File: config.mk
export PLATFORM = sky130hd
export DESIGN_NAME = button_event_lockout_debouncer
export DESIGN_NICKNAME = d
export VERILOG_FILES = /design/src/bel_pkg.sv /design/src/button_event_lockout_debouncer.sv /design/src/bel_cfg_regs.sv /design/src/bel_switch_fsm.sv
export SDC_FILE = /design/constraint.sdc
export NUM_CORES = 1
export LEC_CHECK = 0
export BUFFER_PORTS_ARGS = -buffer_cell sky130_fd_sc_hd__buf_4
export CORE_ASPECT_RATIO = 0.5
export CORE_MARGIN = 2
export CORE_UTILIZATION = 55
export DETAILED_ROUTE_END_ITERATION = 7
export GPL_TIMING_DRIVEN = 0
export PLACE_DENSITY = 0.86
export SLEW_MARGIN = 25
export SYNTH_ARGS = -nofsm -noshare
export SYNTH_HDL_FRONTEND = slang
export SYNTH_HIERARCHICAL = 1
export SYNTH_SLANG_ARGS = --single-unit
File: constraint.sdc
create_clock -name clk -period 7.1 [get_ports clk]
set_clock_uncertainty 0.15 [all_clocks]
set_input_delay 1.42 -clock clk [delete_from_list [all_inputs] [get_ports clk]]
set_output_delay 1.42 -clock clk [all_outputs]
set_load 0.02 [all_outputs]
File: src/bel_pkg.sv
// ============================================================================
// bel_pkg - shared types and constants for the button lockout debouncer
// Widths, reset values, event and register codes, inter-module structs.
// ============================================================================
`default_nettype none

package bel_pkg;

    // Lockout timer width
    localparam int TIMER_WIDTH = 10;

    localparam int SCAN_WIDTH     = 8;
    localparam int LOCKOUT_WIDTH  = 10;
    localparam int CFG_IDX_WIDTH  = 2;
    localparam int CFG_DATA_WIDTH = 10;

    typedef logic [TIMER_WIDTH-1:0]    timer_t;
    typedef logic [SCAN_WIDTH-1:0]     scan_t;
    typedef logic [LOCKOUT_WIDTH-1:0]  lockout_t;
    typedef logic [CFG_IDX_WIDTH-1:0]  cfg_idx_t;
    typedef logic [CFG_DATA_WIDTH-1:0] cfg_data_t;
    typedef logic [1:0]                event_t;
    typedef logic [1:0]                btn_t;

    localparam scan_t    SCAN_RESET    = scan_t'(10);
    localparam lockout_t LOCKOUT_RESET = lockout_t'(50);

    // Register indexes
    localparam cfg_idx_t CFG_SCAN_PERIOD   = cfg_idx_t'(0);
    localparam cfg_idx_t CFG_LOCKOUT_TICKS = cfg_idx_t'(1);

    // Event codes
    localparam event_t EV_NONE = 2'd0;
    localparam event_t EV_TAP  = 2'd1;
    localparam event_t EV_DOWN = 2'd2;
    localparam event_t EV_UP   = 2'd3;

    // Held button codes
    localparam btn_t BTN_TAP  = 2'd0;
    localparam btn_t BTN_DOWN = 2'd1;
    localparam btn_t BTN_UP   = 2'd2;

    typedef struct packed {
        scan_t    scan_period;
        lockout_t lockout_ticks;
    } cfg_t;

    typedef struct packed {
        event_t evt;
        logic   idle;
    } fsm_status_t;

endpackage

`default_nettype wire

File: src/button_event_lockout_debouncer.sv
// ============================================================================
// button_event_lockout_debouncer - pushbutton debouncer with lockout
// One tick per request; emits one button event per tick through a
// registered input stage and a registered result stage.
// ============================================================================
//
// Channel  Dir  Handshake               Payload
// -------  ---  ----------------------  ---------------------------------------
// in       in   in_valid / in_stall     tap_rest_level, octave_down_level,
//                                       octave_up_level
// out      out  out_valid / out_stall   button_event
// cfg      in   cfg_valid / cfg_ready   cfg_index, cfg_data
//
// Flow: one request per clock sustained while out_stall is low; the input
//   register loads on accept, the result register when the held request
//   moves forward.
// The single state update per tick (prescaler, lockout timer, switch machine)
//   sets that rate; it sits between the two registers.
// Reset: rst_n async low; prescaler loads 10, lockout 0, machine idle,
//   scan_period 10, lockout_ticks 50.
// Stalls: out_stall holds the result register; the input register keeps
//   taking requests until it is full and cannot move forward.
// cfg_ready is always high; writes take effect on the next processed tick.
// ============================================================================
`default_nettype none

module button_event_lockout_debouncer (
    input  wire logic              clk,
    input  wire logic              rst_n,
    // tick requests
    input  wire logic              in_valid,
    output logic                   in_stall,
    input  wire logic              tap_rest_level,
    input  wire logic              octave_down_level,
    input  wire logic              octave_up_level,
    // results
    output logic                   out_valid,
    input  wire logic              out_stall,
    output bel_pkg::event_t         button_event,
    // configuration
    input  wire logic              cfg_valid,
    output logic                   cfg_ready,
    input  wire bel_pkg::cfg_idx_t  cfg_index,
    input  wire bel_pkg::cfg_data_t cfg_data
);

    bel_pkg::cfg_t        cfg;
    bel_pkg::fsm_status_t fsm_status;

    // Input register
    logic s1_valid_reg, s1_valid_next;
    logic s1_tap_reg, s1_down_reg, s1_up_reg;

    // Result register
    logic            out_valid_reg, out_valid_next;
    bel_pkg::event_t out_event_reg;

    logic in_accept;
    logic advance;

    // The held request moves forward when the result slot is free or draining.
    assign advance   = s1_valid_reg && (!out_valid_reg || !out_stall);
    assign in_stall  = s1_valid_reg && !advance;
    assign in_accept = in_valid && !in_stall;

    assign s1_valid_next  = in_accept ? 1'b1 : (advance ? 1'b0 : s1_valid_reg);
    assign out_valid_next = advance ? 1'b1 : (out_valid_reg && out_stall);

    bel_cfg_regs u_cfg_regs (
        .clk       (clk),
        .rst_n     (rst_n),
        .cfg_valid (cfg_valid),
        .cfg_ready (cfg_ready),
        .cfg_index (cfg_index),
        .cfg_data  (cfg_data),
        .cfg       (cfg)
    );

    bel_switch_fsm u_switch_fsm (
        .clk               (clk),
        .rst_n             (rst_n),
        .step_en           (advance),
        .tap_rest_level    (s1_tap_reg),
        .octave_down_level (s1_down_reg),
        .octave_up_level   (s1_up_reg),
        .cfg               (cfg),
        .status            (fsm_status)
    );

    always_ff @(posedge clk or negedge rst_n)
    begin
        if (!rst_n)
        begin
            s1_valid_reg  <= 1'b0;
            out_valid_reg <= 1'b0;
        end
        else
        begin
            s1_valid_reg  <= s1_valid_next;
            out_valid_reg <= out_valid_next;
        end
    end

    // Payload registers, no reset
    always_ff @(posedge clk)
    begin
        if (in_accept)
        begin
            s1_tap_reg  <= tap_rest_level;
            s1_down_reg <= octave_down_level;
            s1_up_reg   <= octave_up_level;
        end
        if (advance)
            out_event_reg <= fsm_status.evt;
    end

    assign out_valid    = out_valid_reg;
    assign button_event = out_event_reg;

    // ------------------------------------------------------------------------
    // Assertions
    // ------------------------------------------------------------------------

    // A processed tick always lands in the result register.
    a_advance_fills_out: assert property (
        @(posedge clk) disable iff (!rst_n)
        advance |=> out_valid_reg
    ) else $error("processed tick did not reach result register");

    // A held request that cannot move forward is not dropped.
    a_s1_kept: assert property (
        @(posedge clk) disable iff (!rst_n)
        (s1_valid_reg && !advance) |=> s1_valid_reg
    ) else $error("input register lost a request");

    // An emitted event always takes the machine out of idle.
    a_event_leaves_idle: assert property (
        @(posedge clk) disable iff (!rst_n)
        (advance && (fsm_status.evt != bel_pkg::EV_NONE)) |=> !fsm_status.idle
    ) else $error("event emitted but machine stayed idle");

    // Events come only from idle.
    a_event_from_idle: assert property (
        @(posedge clk) disable iff (!rst_n)
        (fsm_status.evt != bel_pkg::EV_NONE) |-> fsm_status.idle
    ) else $error("event outside idle phase");

endmodule

`default_nettype wire

File: src/bel_cfg_regs.sv
// ============================================================================
// bel_cfg_regs - configuration register file
// Holds scan period and lockout reload; writes to unused indexes are dropped.
// ============================================================================
`default_nettype none

module bel_cfg_regs (
    input  wire logic              clk,
    input  wire logic              rst_n,
    input  wire logic              cfg_valid,
    output logic                   cfg_ready,
    input  wire bel_pkg::cfg_idx_t  cfg_index,
    input  wire bel_pkg::cfg_data_t cfg_data,
    output bel_pkg::cfg_t           cfg
);

    bel_pkg::scan_t    scan_period_reg;
    bel_pkg::lockout_t lockout_ticks_reg;

    assign cfg_ready = 1'b1;

    always_ff @(posedge clk or negedge rst_n)
    begin
        if (!rst_n)
        begin
            scan_period_reg   <= bel_pkg::SCAN_RESET;
            lockout_ticks_reg <= bel_pkg::LOCKOUT_RESET;
        end
        else if (cfg_valid && cfg_ready)
        begin
            case (cfg_index)
                bel_pkg::CFG_SCAN_PERIOD:
                    scan_period_reg <= cfg_data[bel_pkg::SCAN_WIDTH-1:0];
                bel_pkg::CFG_LOCKOUT_TICKS:
                    lockout_ticks_reg <= cfg_data[bel_pkg::LOCKOUT_WIDTH-1:0];
                default:
                begin
                end
            endcase
        end
    end

    assign cfg.scan_period   = scan_period_reg;
    assign cfg.lockout_ticks = lockout_ticks_reg;

endmodule

`default_nettype wire

File: src/bel_switch_fsm.sv
// ============================================================================
// bel_switch_fsm - prescaler, lockout timer and switch state machine
// State advances once per processed tick; event is combinational on state and pin levels.
// ============================================================================
`default_nettype none

module bel_switch_fsm (
    input  wire logic          clk,
    input  wire logic          rst_n,
    input  wire logic          step_en,
    input  wire logic          tap_rest_level,
    input  wire logic          octave_down_level,
    input  wire logic          octave_up_level,
    input  wire bel_pkg::cfg_t cfg,
    output bel_pkg::fsm_status_t status
);

    typedef enum logic [3:0] {
        PH_IDLE    = 4'b0001,
        PH_WAIT    = 4'b0010,
        PH_RELEASE = 4'b0100,
        PH_WAIT2   = 4'b1000
    } phase_t;

    phase_t            phase_reg, phase_next;
    bel_pkg::scan_t    scan_reg, scan_next;
    bel_pkg::timer_t   lock_reg, lock_next;
    bel_pkg::btn_t     held_reg, held_next;
    bel_pkg::event_t   evt;
    bel_pkg::scan_t    scan_dec;
    bel_pkg::timer_t   lock_dec;
    bel_pkg::timer_t   lock_reload;
    logic              held_released;

    assign lock_reload = bel_pkg::timer_t'(cfg.lockout_ticks);

    always_comb
    begin
        case (held_reg)
            bel_pkg::BTN_TAP:  held_released = tap_rest_level;
            bel_pkg::BTN_DOWN: held_released = octave_down_level;
            bel_pkg::BTN_UP:   held_released = octave_up_level;
            default:           held_released = 1'b1;
        endcase
    end

    always_comb
    begin
        scan_dec   = (scan_reg != '0) ? scan_reg - 1'b1 : scan_reg;
        lock_dec   = (lock_reg != '0) ? lock_reg - 1'b1 : lock_reg;
        scan_next  = scan_dec;
        lock_next  = lock_dec;
        phase_next = phase_reg;
        held_next  = held_reg;
        evt        = bel_pkg::EV_NONE;

        if (scan_dec == '0)
        begin
            scan_next = cfg.scan_period;
            case (phase_reg)
                PH_IDLE:
                begin
                    // fixed priority: tap/rest, down, up
                    if (!tap_rest_level)
                    begin
                        evt       = bel_pkg::EV_TAP;
                        held_next = bel_pkg::BTN_TAP;
                    end
                    else if (!octave_down_level)
                    begin
                        evt       = bel_pkg::EV_DOWN;
                        held_next = bel_pkg::BTN_DOWN;
                    end
                    else if (!octave_up_level)
                    begin
                        evt       = bel_pkg::EV_UP;
                        held_next = bel_pkg::BTN_UP;
                    end
                    if (evt != bel_pkg::EV_NONE)
                    begin
                        phase_next = PH_WAIT;
                        lock_next  = lock_reload;
                    end
                end
                PH_WAIT:
                begin
                    if (lock_dec == '0)
                        phase_next = PH_RELEASE;
                end
                PH_RELEASE:
                begin
                    if (held_released)
                    begin
                        phase_next = PH_WAIT2;
                        lock_next  = lock_reload;
                    end
                end
                PH_WAIT2:
                begin
                    if (lock_dec == '0)
                        phase_next = PH_IDLE;
                end
                default:
                    phase_next = PH_IDLE;
            endcase
        end
    end

    always_ff @(posedge clk or negedge rst_n)
    begin
        if (!rst_n)
        begin
            phase_reg <= PH_IDLE;
            scan_reg  <= bel_pkg::SCAN_RESET;
            lock_reg  <= '0;
            held_reg  <= bel_pkg::BTN_TAP;
        end
        else if (step_en)
        begin
            phase_reg <= phase_next;
            scan_reg  <= scan_next;
            lock_reg  <= lock_next;
            held_reg  <= held_next;
        end
    end

    assign status.evt  = evt;
    assign status.idle = (phase_reg == PH_IDLE);

endmodule

`default_nettype wire

==> results.toml <==
[layout]
drive_gt1_share_pct = 24.9
syn2layout_area_growth_pct = 13.1
nNetsFinal = 335
final_cell_area_um2 = 3180
area.sequential_um2 = 1260
multi_input_area_um2 = 1410
fillers = 386
antennaDiodeCount = 0

[sta]
relSlewSlack_pct = 44.8
fmax_ghz = 0.276
hold_slack_ps = 330
fin_crit_ps = 3620
post-route-period-util_pct = 50.9
finalHoldViolations = 0
rsz0062_at_grt = "false"
slew_viol_final = 0
setup_viol = 0
worstMarginPinSlew_ps = 821
tns_ps = 0

[routing]
post_drt_wl_per_cell_um = 16.4
dr.pass1.iters = 5
viasPerCell = 6.18
ant_nets = 0
vias = 2366
drt-total-wl_mm = 6.27
drt_drc_violations_left = 0
initialDrtViolationCount = 136

[die]
ioPinCount = 25
coreArea_um2 = 4930
die_width_um = 105
start_util_pct = 57.1
floorplan.die.height_um = 54.6
num_rows = 18
dieArea_um2 = 5740

[yosys]
yosysWarnings = 6
synth_top_area_share_pct = 32.0
ys_seq_area_share_pct = 44.8
yosysTopAreaCell = "dfrtp_1"
yosys-top-cells-area = "dfrtp_1 32%, dfstp_2 7.5%, mux2_2 7.2%, edfxtp_1 5.3%, o21ai_0 3.4%"
synth_area_um2 = 2820
synth_fp_nets = 305
synth_edf_count = 5
syn_area_per_cell_um2 = 9.99
synth.distinct_cells = 70
synthArstFlopShare_pct = 89.8
synthCells = 282
ys.flop_type = "dfrtp_1"
ys_ff_latch = 49

[critical_path]
cpPeakStageDelay_ps = 660
worstPathCellList = "buf_6 -> inv_1 -> ha_1 -> or4b_1 -> o32ai_1 -> o22ai_1 -> a2111oi_4 -> buf_6 -> a31oi_1 -> o21ai_0 -> o21ai_0"
worstSetupEndpointType = "register"
start_kind = "register"
crit_arrival_ps = 3640
worstPathRequired_ps = 7120
criticalPathCategory = "register to register"
worstPathMaxFanout = 10
critPathSlowestCell = "a2111oi_4"

[power_and_ir_drop]
power_leakage_nw = 1.26
max-vdd-ir-drop_uv = 122
powerDensity_nw_per_um2 = 296
p_total_uw = 944

[placed_design]
post-dp-hpwl_mm = 4.56
portBuffers = 23
gp_congestion = 0.889
dpl_cell_area_um2 = 3080

[grt]
busiest_layer = "met2"
grt_pass1_vias = 2258
grt_max_degree = 45
gr-usage-met2_pct = 42.7
grt_overflow = 0
grt_util_met1_pct = 26.5
met3_usage_pct = 5.48
grt_first_pass_wirelength_mm = 10.2
antenna_found_initial = 0
track_usage_pct = 23.1

[clocking]
h-tree-depth = 2
clk_pin_slew_ps = 100
cts_sinks = 49
cts_setup_buffers = 0
cts_buffer_depth = 2
cts_resized = 0
cts_buffers = 5
root_buffer = "clkbuf_8"
clkLatencyLatePin_ps = 310
cts_tree = "built"
ctsHoldBuffers = 0

[flow_run]
maxCapViolCount = 0

[hold_path]
min_path_type = "register to register"

[status]
status = "complete, no violations"
-- cells by family (layout without fill, tap and decap cells) --
logic type,count (synthesis),count (layout),share of synthesized area (%)
and+or+nand+nor,101,101,20.7
DFF,49,49,44.8
xor gates and xnor gates,1,1,0.311
buffers and inverters,31,62,5.06
adders and majority gates,3,3,1.33
AOI/OAI and AO/OA,73,73,18.7
muxes,23,23,8.97
other,1,1,0.133
-- synth_stat cells, types with 2 or more instances --
library cell,number
dfstp_2,8
nand2b_1,5
buf_2,3
nand3_1,10
buf_6,2
nor4_1,4
or3_1,3
a2bb2oi_1,3
nor2_1,21
o2111ai_1,2
nor3_1,11
a32oi_1,3
a21boi_0,2
ha_1,3
and3_1,2
clkbuf_1,7
nand3b_1,2
dfrtp_1,36
and4_1,2
a211o_1,2
a221o_1,2
a31oi_1,2
o22a_1,2
mux2_2,18
inv_1,15
nor4b_1,3
o21ai_0,19
a21o_1,2
edfxtp_1,5
o21ai_1,2
nand2_1,18
buf_4,2
nor2b_1,4
and2_1,3
a21oi_1,14
or2_2,2
mux2i_1,5
-- final timing paths --
kind / startpoint / end / slack, ps / cells past startpoint
min: u_cfg_regs/scan_period_reg[3] / u_switch_fsm/scan_reg[3] / 330 / 2
max reg2reg: u_switch_fsm/scan_reg[0] / u_switch_fsm/lock_reg[6] / 3480 / 11
max: u_switch_fsm/scan_reg[0] / u_switch_fsm/lock_reg[6] / 3480 / 11
max in group asynchronous: rst_n / u_cfg_regs/scan_period_reg[1] / 5480 / 1
min reg2reg: u_cfg_regs/scan_period_reg[3] / u_switch_fsm/scan_reg[3] / 330 / 2
min in group asynchronous: rst_n / u_switch_fsm/held_reg[1] / 930 / 1
-- worst max-delay path, delay by kind of cell, from the launching register on --
family / cells / cell delay [ps]
flip-flops: 1 / 390
buffers and inverters: 3 / 480
AO/OA/AOI/OAI: 6 / 1580
AND/OR/NAND/NOR: 1 / 560
adder cells (fa/ha/maj): 1 / 310
-- power breakdown --
part	leakage, nW	internal (mW)	switching (mW)	total [mW]
logic	0.637	0.137	0.179	0.316
clock network	0.0567	0.0916	0.100	0.192
registers	0.564	0.361	0.0751	0.436
total	1.26	0.590	0.354	0.944
-- layer usage --
layer	routed length (µm)	part of all wire, %
met5	0	0
met4	104	1.7
met3	359	5.7
met2	3160	50
met1	2650	42
-- per-stage QoR --
stage / cells / utilization (%) / worst slack, ps
final: 383 / 64.6 / 3480
after global routing: 383 / 64.6 / 3290
after CTS: 383 / 64.6 / 3520
after detailed placement: 375 / 62.4 / 3180
after global placement: 375 / 62.4 / 3260
after floorplan: 282 / - / 3870
-- cells in the final DEF, fill, tap and decap left out, types with 10 or more instances in the layout --
master	count
a21oi_1	14
dfrtp_1	36
nand3_1	10
o21ai_0	19
nor3_1	11
inv_1	15
buf_4	25
nand2_1	18
nor2_1	21
mux2_2	18
-- final cells by class --
cell class | count | share of cell area (%)
plain buffers | 15 | 2.59
clock buffers | 6 | 2.95
clock inverters | 2 | 0.432
inverters | 16 | 1.89
multi-input cells | 202 | 44.4
flip-flops and latches | 49 | 39.6
well taps | 70 | 2.75
repair buffers | 23 | 5.42
Power figures use the tool's default switching activity.
